--- src/rtl/core/tlaj_sqrt.sv ---
// Pipelined integer square root, one root bit per stage, with a sideband.
module tlaj_sqrt #(
    parameter int RAD_W  = 34,
    parameter int SIDE_W = 1
) (
    input  logic                 aclk,
    input  logic                 aresetn,
    input  logic                 en,
    input  logic                 in_valid,
    input  logic [RAD_W-1:0]     in_rad,
    input  logic [SIDE_W-1:0]    in_side,
    output logic                 out_valid,
    output logic [RAD_W/2-1:0]   out_root,
    output logic [SIDE_W-1:0]    out_side
);
    localparam int N  = RAD_W / 2;
    localparam int RW = N + 3;

    logic [RW-1:0]     rem_reg   [N];
    logic [N-1:0]      root_reg  [N];
    logic [RAD_W-1:0]  rad_reg   [N];
    logic [SIDE_W-1:0] side_reg  [N];
    logic              valid_reg [N];

    for (genvar j = 0; j < N; j++) begin : g_stage
        logic [RW-1:0]     rem_in;
        logic [N-1:0]      root_in;
        logic [RAD_W-1:0]  rad_in;
        logic [SIDE_W-1:0] side_in;
        logic              valid_in;
        logic [RW-1:0]     cur;
        logic [RW-1:0]     trial;
        logic              ge;

        if (j == 0) begin : g_first
            assign rem_in   = '0;
            assign root_in  = '0;
            assign rad_in   = in_rad;
            assign side_in  = in_side;
            assign valid_in = in_valid;
        end else begin : g_next
            assign rem_in   = rem_reg[j-1];
            assign root_in  = root_reg[j-1];
            assign rad_in   = rad_reg[j-1];
            assign side_in  = side_reg[j-1];
            assign valid_in = valid_reg[j-1];
        end

        // Bring down the next bit pair and try the trial subtrahend.
        assign cur   = {rem_in[RW-3:0], rad_in[RAD_W-1 -: 2]};
        assign trial = {1'b0, root_in, 2'b01};
        assign ge    = (cur >= trial);

        always_ff @(posedge aclk) begin
            if (!aresetn) begin
                valid_reg[j] <= 1'b0;
            end else if (en) begin
                valid_reg[j] <= valid_in;
            end
        end

        always_ff @(posedge aclk) begin
            if (en) begin
                rem_reg[j]  <= ge ? (cur - trial) : cur;
                root_reg[j] <= {root_in[N-2:0], ge};
                rad_reg[j]  <= {rad_in[RAD_W-3:0], 2'b00};
                side_reg[j] <= side_in;
            end
        end
    end

    assign out_valid = valid_reg[N-1];
    assign out_root  = root_reg[N-1];
    assign out_side  = side_reg[N-1];

endmodule

--- config.mk ---
export PLATFORM = sky130hd
export DESIGN_NAME = tlaj_sqrt
export DESIGN_NICKNAME = d
export VERILOG_FILES = /design/src/rtl/core/tlaj_sqrt.sv
export SDC_FILE = /design/constraint.sdc
export NUM_CORES = 1
export LEC_CHECK = 0
export ABC_AREA = 1
export BUFFER_PORTS_ARGS = -buffer_cell sky130_fd_sc_hd__buf_2
export CAP_MARGIN = 10
export CORE_MARGIN = 2
export CORE_UTILIZATION = 37
export DETAILED_ROUTE_END_ITERATION = 8
export HOLD_SLACK_MARGIN = 0.06
export PLACE_DENSITY_LB_ADDON = 0.15
export SLEW_MARGIN = 5
export SYNTH_ARGS = -nofsm -noshare
export SYNTH_HDL_FRONTEND = slang
export SYNTH_SLANG_ARGS = --single-unit
--- constraint.sdc ---
create_clock -name aclk -period 1.9 [get_ports aclk]
set_input_delay 0.475 -clock aclk [delete_from_list [all_inputs] [get_ports aclk]]
set_output_delay 0.475 -clock aclk [all_outputs]
set_load 0.01 [all_outputs]
### Yosys cells after proc, flatten, opt, wreduce, memory -nomap -nowiden

Memories as Yosys holds them, arrays and structs flattened.
Cells that the tools add are included.

* register bits after elaboration: 0
* RAM bits: 1207
* input bits: 39
* output and inout port bits: 19
* logic and storage cells: 95
* memories kept: 5

* add/subtract/negate cells: 17
* $lt $le $gt $ge: 17
* muxes and demuxes: 39
* bitwise logic cells: 17

Memory list
* rad_reg: words 17, width 32, rd ports 16, clocked after Yosys merged registers in 0, write ports 17, line 21 `logic [RAD_W-1:0] rad_reg [N];`
* rem_reg: words 17, width 20, rd ports 16, clocked after Yosys merged registers in 0, write ports 17, line 19 `logic [RW-1:0] rem_reg [N];`
* root_reg: words 17, width 17, rd ports 17, clocked after Yosys merged registers in 0, write ports 17, line 20 `logic [N-1:0] root_reg [N];`
* side_reg: words 17, width 1, rd ports 17, clocked after Yosys merged registers in 0, write ports 17, line 22 `logic [SIDE_W-1:0] side_reg [N];`
* valid_reg: words 17, width 1, rd ports 17, clocked after Yosys merged registers in 0, write ports 17, line 23 `logic valid_reg [N];`

Operators by type and width (count)
* 20-bit 2-to-1 mux: 17
* 20-bit by 19-bit >= comparator with 1-bit output: 16
* 20-bit by 19-bit subtractor with 20-bit output: 16
* 1-bit 2-to-1 mux: 22
* 1-bit OR: 17
* 2-bit by 1-bit subtractor with 3-bit output (second input constant): 1
* 2-bit by 1-bit >= comparator with 1-bit output (second input constant): 1

### Depth between registers and ports, before layout

Gate-level depths: netlist of the first run.

* depth in word-level cells: 4
* mapped depth: 14
* mapped depth without buffers: 13

### Worst setup path before layout of the first run

No wires, ideal clock.

* path type: reg-to-reg
* start: memory rem_reg[0][225] (netlist bit)
* end: memory rem_reg[0][243] (netlist bit), data pin
* setup time: 257 ps
* arrival time: 1641 ps
* data required time: 1643 ps
* slack: 2 ps
* cell stages (with the launch flop): 10
* buffers on the path: 1
* clock period less this slack: 1898 ps
* cell sequence: edfxtp_1 ha_1 a21o_1 a21oi_1 nand2_2 nand2_2 nand3_4 inv_4 buf_6 o21ai_2

RTL lines (line)
* start: declaration: 19

==> results of run 1 <==
-- layout make-up --
type                            count  area share (%)
Inverter                          550           3.990
Timing Repair Buffer              982           15.05
Tap cell                         1287           3.028
Clock buffer                       95           3.990
Timing Repair inverter              4         0.07764
Multi-Input combinational cell   2414           31.73
Sequential cell                   727           41.03
Clock inverter                     57           1.110
-- stage by stage --
stage | hold WS, ps | power, W
after CTS | 72.07 | 0.04843
final | 122.7 | 0.04947
after detailed placement | 404.5 | 0.03060
after global routing | 132.5 | 0.05206
after global placement | 400.4 | 0.03054
after floorplan | 400.3 | 0.02590
-- power by group --
| group | switching (W) | internal [W] |
|---|---|---|
| logic | 0.00674 | 0.00632 |
| registers | 0.00103 | 0.0196 |
| clock network | 0.00676 | 0.00899 |
-- layer usage --
layer  vias up  share of wire (%)  track usage, %
met2       368                 50           31.07
met1     13225                 44           22.17
met5         -                  0               0
met4         0                2.7           5.126
li1      14503                  -               -
met3       154                2.6           2.387
-- cell families after synthesis --
family          share of synthesized area, %
compound gates                         5.357
simple gates                           20.93
fa+ha+maj                              5.798
xor+xnor                               2.445
buf+inv                                6.320
flops                                  59.13
other cells                          0.01016
-- worst min-delay path, delay by kind of cell --
| family | cells | cell delay, ps |
|---|---|---|
| buffers and inverters | 2 | 100 |
| and+or+nand+nor | 1 | 80 |
-- cell usage after synthesis, types with 2 or more instances --
master	number	area share [%]
inv_2	18	0.18
a21oi_1	151	2.0
edfxtp_1	726	59
a21oi_2	34	0.81
nand2_1	1077	11
nand2_4	2	0.061
nand4_4	2	0.12
nor2_2	21	0.36
nor2_1	294	3.0
nor4_1	5	0.085
o21bai_1	6	0.12
nand2_2	39	0.66
o211ai_1	2	0.041
nand3_4	2	0.095
buf_6	14	0.43
a21boi_1	2	0.041
nor3_1	29	0.39
nand3_1	202	2.7
inv_4	2	0.034
or2_2	5	0.085
o21ai_1	45	0.61
ha_1	171	5.8
nor2_4	9	0.27
and2_1	3	0.051
o21ai_2	13	0.31
nand3b_1	41	0.83
xor2_1	56	1.3
buf_4	5	0.10
a21o_1	5	0.10
nand3_2	8	0.22
o21ai_0	75	1.0
o21a_1	6	0.12
buf_2	5	0.068
clkbuf_1	2	0.020
inv_1	530	5.4
nand4_1	48	0.81
xnor2_1	47	1.1
-- path summary, 6_finish.rpt --
path / from / endpoint / slack (ps) / depth (start not counted)
worst max register to register: rem_reg[0][189]$_DFFE_PP_ / rem_reg[0][210]$_DFFE_PP_ / -90 / 11
worst max-delay path: rem_reg[0][189]$_DFFE_PP_ / rem_reg[0][210]$_DFFE_PP_ / -90 / 11
worst min register to register: rad_reg[0][409]$_DFFE_PP_ / rad_reg[0][443]$_DFFE_PP_ / 410 / 0
worst min-delay path: in_valid / valid_reg[0]$_DFFE_PP_ / 120 / 3
-- repair_timing --
item / 4_1_cts / 5_1_grt
gates cloned: 8 / 4
gates resized for setup: 501 / 578
pin swaps: 220 / 226
hold endpoints to repair: 37 / 0
setup buffers: 136 / 86
setup endpoints to repair: 263 / 268
hold buffers: 37 / 0
-- layout by cell type (no fill, tap or decap), types with 47 or more instances in the layout --
cell type  Yosys  final
buf_2          5     56
ha_1         171     56
nand2_1     1077    762
buf_4          5    798
nand4_1       48     48
inv_2         18    118
a21oi_2       34     96
a21oi_1      151     60
o21ai_1       45     47
nand3_1      202    162
nor2_4         9     47
edfxtp_1     726    726
ha_4           0    114
xor2_1        56     55
inv_1        530    422
nor2_1       294    235
nand2_4        2     91
nand2_2       39    264
buf_6         14     50
clkbuf_16      0     85
==> impl_results.md, run 1 <==
- Worst-Skew Late Latency: 660 ps
- Core ar.: 98560 sq um
- Layout Utilization: 53.96%
- Antenna violations before repair: 0
- Area of the multi-input gates: 16870 sq um
- Seq/Total Area, Yosys: about three fifths
- Number of CTS-inserted buffers: 83
- Via count: 28250
- Fillcell total: 8501
- CP max FO: 7
- Placed Cells: 5706
- Post-synth net total: between 3000 and 4000
- Peak supply drop: 0.0008483 V
- Worst Path Required: about 2300 ps
- CP Class: flip-flop to flip-flop
- Layout area overhead: 44.12%
- Tcrit/Tclk final: 104.8%
- Min-delay worst type: primary input to flip-flop
- GRT Residual Overflow: 0
- Setup WS post-layout: -92.01 ps
- Status: finished, violations left
- Vias in the first global route: about 28000
- Router iterations before antenna repair: 5
- Setup crit end kind: flip-flop
- Number of flip-flops in the largest register: 272
- Initial core utilization: 37.44%
- Layout cells sized above 1: a little over two fifths
- CTS tree: yes
- Worst path most repeated cell: nand2_1
- Mapped Cells: 3717
- Min cycle time layout: 1992 ps
- Syn. warnings: 0
- Leakage: 22.84 nW
- Hold Fails Final Rpt: 0
- Failing checks: negative setup slack
- Number of nets in the layout: ~5000
- Final non-filler cell total: approximately 6000
- Max clock buf depth: 3
- Drt initial violations: 1468
- Routability cong.: 0.8687
- Setup TNS: -6616 ps
- Htree depth: 3
- Design area: ~53000 sq um
- I/O Buffers: 57
- Die width: 319.8 um
- Placed inst area: about 44000 sq um
- Die Area: 102300 sq um
- Ant. Diodes: 0
- Power per cell area: 930.2 nW/um^2
- Post-synthesis average cell area: 9.927 sq um
- Total GRT Usage: 17.50%
- Clock Skew: 18.36 ps
- # rows: 115
- Final setup vio count: 165
- Drt total wl: 91740 um
- CTS root buffer: clkbuf_16
- Worst-path cell chain: ha_4 > nand2_2 > nor2_4 > nand2_1 > nor2_2 > nor2_2 > nand2_4 > buf_12 > inv_6 > nand2_1 > nand2_1
- I/O pins: 58
- Residual DRC: 0
- Top Family by Delay on Critical Path: simple AND/OR/NAND/NOR gates
- Max Clock Freq: ~500 MHz
- Max Transition Viols Final: 0
- Wire per inst: approximately 15 um
- Max-cap violations: 0
- Clk sinks: 727
- Post-Syn Area: 36900 sq um
- Synth Flop Type: edfxtp_1
- Pre-CTS WS: -333.3 ps
- First-pass GRT wire length: 143500 um
- Max stage delay on crit path: between 400 and 500 ps
- Data arrival time of the critical path: between 2000 and 2500 ps
- Async SR Flop Fraction: 0%
- CP Launch Type: flip-flop
- #FFs+latches synth: ~730
- Crit path max-delay cell type: edfxtp_1
- Worst Path Buf+Inv: 2
- Reg area: 21820 sq um
- Final ANT Viol Nets: 0
- Post-synthesis cell type count: 52
- Die Y-Extent: around 320 um
- Clock-pin slew on the worst setup and hold paths: 60 ps
- DP HPWL: ~65000 um
- DR vias/cell: 4.619
- Largest net degree at the start of global routing: 68
- EDFF count, synth: 726
- RSZ-0062 raised after global routing: true
Power figures use the tool's default switching activity.
==> inputs of run 2 (changes only) <==
--- a/config.mk
+++ b/config.mk
@@ -8,6 +8,7 @@
 export ABC_AREA = 1
 export BUFFER_PORTS_ARGS = -buffer_cell sky130_fd_sc_hd__buf_2
 export CAP_MARGIN = 10
+export CORE_ASPECT_RATIO = 1.5
 export CORE_MARGIN = 2
 export CORE_UTILIZATION = 37
 export DETAILED_ROUTE_END_ITERATION = 8
==> run 2 against run 1 <==
The run still ends with negative setup slack left. Maximum frequency shrank 5.5%. Clock power about the same. Critical path depth fell by 2. Non-clock buffer count rose by 46. Design area is 1.7% higher. Setup slack worse by 120 ps. Wire length rose by 14%. Combinational power grew 5%. Sequential cell count did not move. Cell count increased by 0.52%. Critical path type unchanged. Largest cell class unchanged.
==> impl_results.md, run 2 (synthesized netlist as in run 1, its figures left out) <==
- Worst Min Path Start: in_rad[32] (was in_valid)
- Htree depth: 3 (unchanged)
- Drt initial violations: 1439 (was 1468)
- Worst path most repeated cell: nand2_4 (was nand2_1)
- Worst Path Required: 2310 ps (was 2330 ps)
- CP Class: flip-flop to flip-flop (unchanged)
- Routability cong.: 0.9436 (was 0.8687)
- Clock-pin slew on the worst setup and hold paths: 60 ps (about the same)
- Failing checks: negative setup slack (unchanged)
- GRT Residual Overflow: 0 (unchanged)
- Number of flip-flops in the largest register: 272 (unchanged)
- WHS Endpoint: rem_reg[0][0]$_DFFE_PP_ (was valid_reg[0]$_DFFE_PP_)
- Placed Cells: 5710 (was 5706)
- Hold Fails Final Rpt: 0 (unchanged)
- Final non-filler cell total: 6148 (was 6116)
- Ant. Diodes: 0 (unchanged)
- I/O pins: 58 (unchanged)
- FF-to-FF path depth: 9 (was 11)
- Crit path max-delay cell type: edfxtp_1 (unchanged)
- Max-cap violations: 0 (unchanged)
- FF-to-FF Start: rem_reg[0][205]$_DFFE_PP_ (was rem_reg[0][189]$_DFFE_PP_)
- Data arrival time of the critical path: 2510 ps (was 2420 ps)
- I/O Buffers: 57 (unchanged)
- Layout area overhead: 46.51% (was 44.12%)
- Status: finished, violations left (unchanged)
- Max Transition Viols Final: 0 (unchanged)
- Die width: 261.9 um (was 319.8 um)
- Layout Utilization: 54.82% (was 53.96%)
- Vias in the first global route: 29850 (was 27939)
- Worst-Skew Late Latency: 690 ps (was 660 ps)
- Fillcell total: 8513 (was 8501)
- Drt total wl: 104300 um (was 91740 um)
- Initial core utilization: 37.42% (was 37.44%)
- Min cycle time layout: 2108 ps (was 1992 ps)
- Via count: 29271 (was 28250)
- Worst-path cell chain: ha_4 > a21o_1 > a21oi_2 > nand2_4 > nand2_4 > nand3_4 > buf_12 > nand3_2 > nand2_2 (was ha_4 > nand2_2 > nor2_4 > nand2_1 > nor2_2 > nor2_2 > nand2_4 > buf_12 > inv_6 > nand2_1 > nand2_1)
- Commonest non-fill, non-tap cell in the layout: buf_4 (unchanged)
- Max clock buf depth: 3 (unchanged)
- Wire per inst: 16.96 um (was 15.00 um)
- Residual DRC: 0 (unchanged)
- Total GRT Usage: 19.89% (was 17.50%)
- Most frequent cells in the layout: 825 x buf_4, 769 x nand2_1, 726 x edfxtp_1, 428 x inv_1, 247 x nand2_2 (was 798 x buf_4, 762 x nand2_1, 726 x edfxtp_1, 422 x inv_1, 264 x nand2_2)
- Core ar.: 98620 sq um (was 98560 sq um)
- Setup WS post-layout: -208.1 ps (was -92.01 ps)
- Final ANT Viol Nets: 0 (unchanged)
- Register-to-Register Setup Slack: -210 ps (was -90 ps)
- DP HPWL: 75580 um (was 65010 um)
- Worst Path Buf+Inv: 1 (was 2)
- CTS tree: yes (unchanged)
- Die Area: 102300 sq um (about the same)
- Number of CTS-inserted buffers: 74 (was 83)
- Router iterations before antenna repair: 5 (unchanged)
- Die Y-Extent: 390.8 um (was 319.8 um)
- Antenna violations before repair: 0 (unchanged)
- Clock Skew: 42.52 ps (was 18.36 ps)
- First-pass GRT wire length: 154800 um (was 143500 um)
- Largest net degree at the start of global routing: 66 (was 68)
- Tcrit/Tclk final: 111.0% (was 104.8%)
- Leakage: 23.33 nW (was 22.84 nW)
- Max stage delay on crit path: 480 ps (was 450 ps)
- DR vias/cell: 4.761 (was 4.619)
- # rows: 141 (was 115)
- CP max FO: 5 (was 7)
- Min-delay worst type: primary input to flip-flop (unchanged)
- RR Endpoint: rem_reg[0][229]$_DFFE_PP_ (was rem_reg[0][210]$_DFFE_PP_)
- Power per cell area: 923.5 nW/um^2 (was 930.2 nW/um^2)
- Top Family by Delay on Critical Path: simple AND/OR/NAND/NOR gates (unchanged)
- Peak supply drop: 0.0009273 V (was 0.0008483 V)
- Final setup vio count: 179 (was 165)
- Hold Path Cell Cnt: 2 (was 3)
- Max Clock Freq: 474.4 MHz (was 502.0 MHz)
- Setup crit end kind: flip-flop (unchanged)
- CP Launch Point: rem_reg[0][205]$_DFFE_PP_ (was rem_reg[0][189]$_DFFE_PP_)
- RSZ-0062 raised after global routing: true (unchanged)
- Slew HR: 66.52%
- Clk sinks: 727 (unchanged)
- CTS root buffer: clkbuf_16 (unchanged)
- Layout cells sized above 1: 42.62% (was 41.62%)
- CP Launch Type: flip-flop (unchanged)
- Number of nets in the layout: 5010 (was 4972)
- Worst slew pin tran: about 500 ps
## run 2: changes by cell type in the layout (fill, tap and decap cells not counted), moves of 9 or more
cell,delta
a21oi_4,+21
nor2_2,+11
nand2_2,-17
buf_12,+11
inv_2,-9
buf_4,+27
clkinv_2,-10
a21oi_2,-13
o21ai_2,+17
nand2_4,+9
## run 2: area by class of cell
class / instances / area (sq um) / area share [%]
Timing Repair Buffer: 1028 / 8581 / 15.87
Multi-Input combinational cell: 2416 / 17320 / 32.04
Tap cell: 1287 / 1610 / 2.979
Inverter: 550 / 2121 / 3.923
Sequential cell: 727 / 21820 / 40.36
Timing Repair inverter: 3 / 26.28 / 0.04860
Clock buffer: 85 / 1893 / 3.502
Clock inverter: 52 / 689.4 / 1.275
## run 2: worst reg2reg max path, delay by kind of cell (launching register included)
family,cells,cell delay (ps)
buffers and inverters,1,210
DFF,1,480
and+or+nand+nor,5,500
adders and majority gates,1,280
AOI/OAI and AO/OA,2,370
## run 2: timing repair
action,4_1_cts,5_1_grt
gates cloned,15,8
pin swaps,221,228
hold endpoints to repair,36,0
endpoints found under the setup margin,267,271
gates resized for setup,696,488
hold buffers,36,0
setup buffers,150,109
## run 2: per-stage QoR
stage	cell area (sq um)	hold WS [ps]	setup slack (ps)	power, W	TNS (ps)
after CTS	51480	61.13	-156.2	0.04884	-10380
after global placement	44030	400.4	-383.2	0.03085	-39230
after global routing	54060	81.20	-276.2	0.05229	-30630
final	54060	95.50	-208.1	0.04993	-14850
after floorplan	36900	400.3	2.212	0.02590	0
after detailed placement	44030	404.5	-407.8	0.03095	-42270
## run 2: worst max path at each step
stage / to / slack, ps / cells after the start
global route: rem_reg[0][229]$_DFFE_PP_ / -280 / 11
detailed placement: rem_reg[0][160]$_DFFE_PP_ / -410 / 11
finish: rem_reg[0][229]$_DFFE_PP_ / -210 / 9
floorplan: rem_reg[0][243]$_DFFE_PP_ / 2 / 9
global placement: rem_reg[0][231]$_DFFE_PP_ / -380 / 10
CTS: rem_reg[0][229]$_DFFE_PP_ / -160 / 10
## run 2: layer usage
layer | wire (um) | up-vias | GRT usage [%]
li1 | - | 14553 | -
met1 | 32010 | 13824 | 16.50
met2 | 61470 | 548 | 41.20
met3 | 2799 | 346 | 2.554
met4 | 8006 | 0 | 14.16
met5 | 0 | - | 0
## run 2: where the power goes
group	total [W]	leakage, nW	internal (W)	switching, W
Sequential	0.0207	7.00	0.0196	0.00107
Combinational	0.0137	15.1	0.00648	0.00720
Clock	0.0156	1.23	0.00894	0.00662
==> inputs of run 3 (changes only) <==
--- a/config.mk
+++ b/config.mk
@@ -9,8 +9,8 @@
 export BUFFER_PORTS_ARGS = -buffer_cell sky130_fd_sc_hd__buf_2
 export CAP_MARGIN = 10
 export CORE_ASPECT_RATIO = 1.5
-export CORE_MARGIN = 2
 export CORE_UTILIZATION = 37
+export CTS_CLUSTER_SIZE = 12
 export DETAILED_ROUTE_END_ITERATION = 8
 export HOLD_SLACK_MARGIN = 0.06
 export PLACE_DENSITY_LB_ADDON = 0.15
==> run 3 against run 2 <==
The run still ends with negative setup slack left. Power is 3.3% lower. Critical path depth stayed put. Clock skew is 0.68 ps lower. First-iteration DRC count is 24% lower. Wire length is 2.3% lower. Sequential cell count stayed put. Critical path type unchanged.
==> impl_results.md, run 3 (synthesized netlist as in run 1, its figures left out) <==
- Min Hold Slack: 158.8 ps (was 95.50 ps)
- Internal power component: 0.03408 W (was 0.03504 W)
- First-pass GRT wire length: 155300 um (was 154800 um)
- Slew HR: 65.12% (was 66.52%)
- Data arrival time of the critical path: 2440 ps (was 2510 ps)
- CTS root buffer: clkbuf_16 (unchanged)
- Leakage: 22.43 nW (was 23.33 nW)
- Router iterations before antenna repair: 7 (was 5)
- Max Clock Freq: 487.6 MHz (was 474.4 MHz)
- Placed Cells: 5680 (was 5710)
- Htree depth: 3 (unchanged)
- Busiest metal layer after global routing: met2 (unchanged)
- Die Area: 101000 sq um (was 102300 sq um)
- DP HPWL: 75930 um (was 75580 um)
- Max clock buf depth: 3 (unchanged)
- Final ANT Viol Nets: 0 (unchanged)
- Total net switching power: 0.01418 W (was 0.01489 W)
- Wire per inst: 16.84 um (was 16.96 um)
- Routability cong.: 0.9073 (was 0.9436)
- GRT Residual Overflow: 0 (unchanged)
- Number of flip-flops in the largest register: 272 (unchanged)
- Clock-pin slew on the worst setup and hold paths: 60 ps (about the same)
- CP max FO: 5 (unchanged)
- Antenna violations before repair: 0 (unchanged)
- Fillcell total: 8625 (was 8513)
- Clock group share of total power: 30.4% (was 31.2%)
- Power per cell area: 920.3 nW/um^2 (was 923.5 nW/um^2)
- CP Class: flip-flop to flip-flop (unchanged)
- Design area: 52440 sq um (was 54060 sq um)
- Routing usage on met1: 17.20% (was 16.50%)
- Layout area overhead: 42.11% (was 46.51%)
- Placed inst area: 43710 sq um (was 44030 sq um)
- Status: finished, violations left (unchanged)
- Residual DRC: 0 (unchanged)
- # rows: 141 (unchanged)
- Setup crit end kind: flip-flop (unchanged)
- Drt total wl: 101900 um (was 104300 um)
- Final setup vio count: 148 (was 179)
- Worst Path Required: 2290 ps (was 2310 ps)
- Vias in the first global route: 29832 (was 29850)
- Clk sinks: 727 (unchanged)
- Tcrit/Tclk final: 107.9% (was 111.0%)
- Setup WS post-layout: -150.8 ps (was -208.1 ps)
- CP Launch Type: flip-flop (unchanged)
- Total GRT Usage: 20.10% (was 19.89%)
- Proportion of power drawn by flip-flops and latches: 42.9% (was 41.4%)
- Area of the multi-input gates: 16720 sq um (was 17320 sq um)
- Worst-Skew Late Latency: 680 ps (was 690 ps)
- Via count: 28684 (was 29271)
- Commonest non-fill, non-tap cell in the layout: nand2_1 (was buf_4)
- I/O pins: 58 (unchanged)
- RSZ-0062 raised after global routing: true (unchanged)
- Ant. Diodes: 0 (unchanged)
- Clock Skew: 41.84 ps (was 42.52 ps)
- Hold Fails Final Rpt: 0 (unchanged)
- Met2 Use GR: 41.04% (was 41.20%)
- Final non-filler cell total: 6050 (was 6148)
- Switch share: 29.38% (was 29.82%)
- Most frequent cells in the layout: 825 x nand2_1, 770 x buf_4, 726 x edfxtp_1, 422 x inv_1, 233 x nand2_2 (was 825 x buf_4, 769 x nand2_1, 726 x edfxtp_1, 428 x inv_1, 247 x nand2_2)
- Number of CTS-inserted buffers: 77 (was 74)
- DR vias/cell: 4.741 (was 4.761)
- Comb pwr share: 26.7% (was 27.4%)
- Largest net degree at the start of global routing: 78 (was 66)
- Number of nets in the layout: 4933 (was 5010)
- Reg area: 21820 sq um (unchanged)
- Die width: 259.9 um (was 261.9 um)
- I/O Buffers: 57 (unchanged)
- Die Y-Extent: 388.8 um (was 390.8 um)
- Failing checks: negative setup slack (unchanged)
- Core ar.: 98620 sq um (unchanged)
- Setup TNS: -8151 ps (was -14850 ps)
- Initial core utilization: 37.42% (unchanged)
- Met3 Usage GRT: 2.544% (was 2.554%)
- Worst slew pin tran: 521.9 ps (was 500.9 ps)
- Drt initial violations: 1095 (was 1439)
- Min cycle time layout: 2051 ps (was 2108 ps)
- Peak supply drop: 0.0007692 V (was 0.0009273 V)
- Min-delay worst type: primary input to flip-flop (unchanged)
- Layout cells sized above 1: 39.81% (was 42.62%)
- CTS tree: yes (unchanged)
- Max-cap violations: 0 (unchanged)
- Max Transition Viols Final: 0 (unchanged)
- Overall power: 0.04826 W (was 0.04993 W)
## run 3: cell count changes in the layout (fill, tap and decap cells not counted), moves of 7 or more
cell | previous run | this run
nor2_4 | 44 | 37
nand2_2 | 247 | 233
o21ai_2 | 51 | 30
buf_6 | 56 | 46
a21oi_4 | 51 | 38
clkinv_1 | 17 | 8
nand2_4 | 100 | 58
buf_12 | 41 | 31
buf_4 | 825 | 770
a21oi_1 | 52 | 67
o21ai_0 | 36 | 53
nand2_1 | 769 | 825
## run 3: worst paths after layout
kind	startpoint	endpoint	slack, ps	depth (start not counted)
worst max-delay path	rem_reg[0][225]$_DFFE_PP_	rem_reg[0][255]$_DFFE_PP_	-150	9
worst min-delay path	in_valid	valid_reg[0]$_DFFE_PP_	160	3
worst max register to register	rem_reg[0][225]$_DFFE_PP_	rem_reg[0][255]$_DFFE_PP_	-150	9
worst min register to register	rad_reg[0][284]$_DFFE_PP_	rad_reg[0][318]$_DFFE_PP_	400	0
## run 3: power groups by stage
| stage | Combinational [W] | Clock, W | Sequential, W |
|---|---|---|---|
| detailed placement | 0.00995 | 0 | 0.0209 |
| global placement | 0.00989 | 0 | 0.0209 |
| finish | 0.0129 | 0.0147 | 0.0207 |
| floorplan | 0.00542 | 0 | 0.0205 |
| CTS | 0.0118 | 0.0152 | 0.0207 |
| global route | 0.0141 | 0.0157 | 0.0209 |
## run 3: cell type report
| class | instances | share of cell area (%) |
|---|---|---|
| well taps | 1287 | 3.071 |
| clock inverters | 28 | 0.7659 |
| flip-flops and latches | 727 | 41.61 |
| repair inverters | 2 | 0.04533 |
| inverters | 550 | 4.047 |
| repair buffers | 950 | 14.76 |
| clock buffers | 91 | 3.815 |
| multi-input cells | 2415 | 31.89 |
## run 3: per-layer routing
layer,up-vias,routed length [um]
met2,471,59520
met5,-,0
met1,13528,32520
met4,0,7587
li1,14357,-
met3,328,2277
## run 3: critical path, cell delays in order, from the launching register on
cell and delay (ps):
edfxtp_1 510, ha_4 310, a21o_1 160, a21oi_2 150, nand2_4 90, nand2_4 90
nand3_4 120, inv_8 120, clkbuf_16 170, a21oi_2 30
## run 3: metrics by stage
stage	util (%)	setup WS (ps)
2_1_floorplan	-	2.212
3_3_place_gp	44.33	-377.8
3_5_place_dp	44.33	-397.5
4_1_cts	51.23	-121.3
5_1_grt	53.18	-209.2
6_report	53.18	-150.8
## run 3: what timing repair did
item / 4_1_cts / 5_1_grt
pin swaps: 198 / 184
hold endpoints to repair: 37 / 0
endpoints found under the setup margin: 273 / 265
hold buffers: 37 / 0
buffers inserted: 137 / 75
cloned: 9 / 3
gates resized for setup: 631 / 366
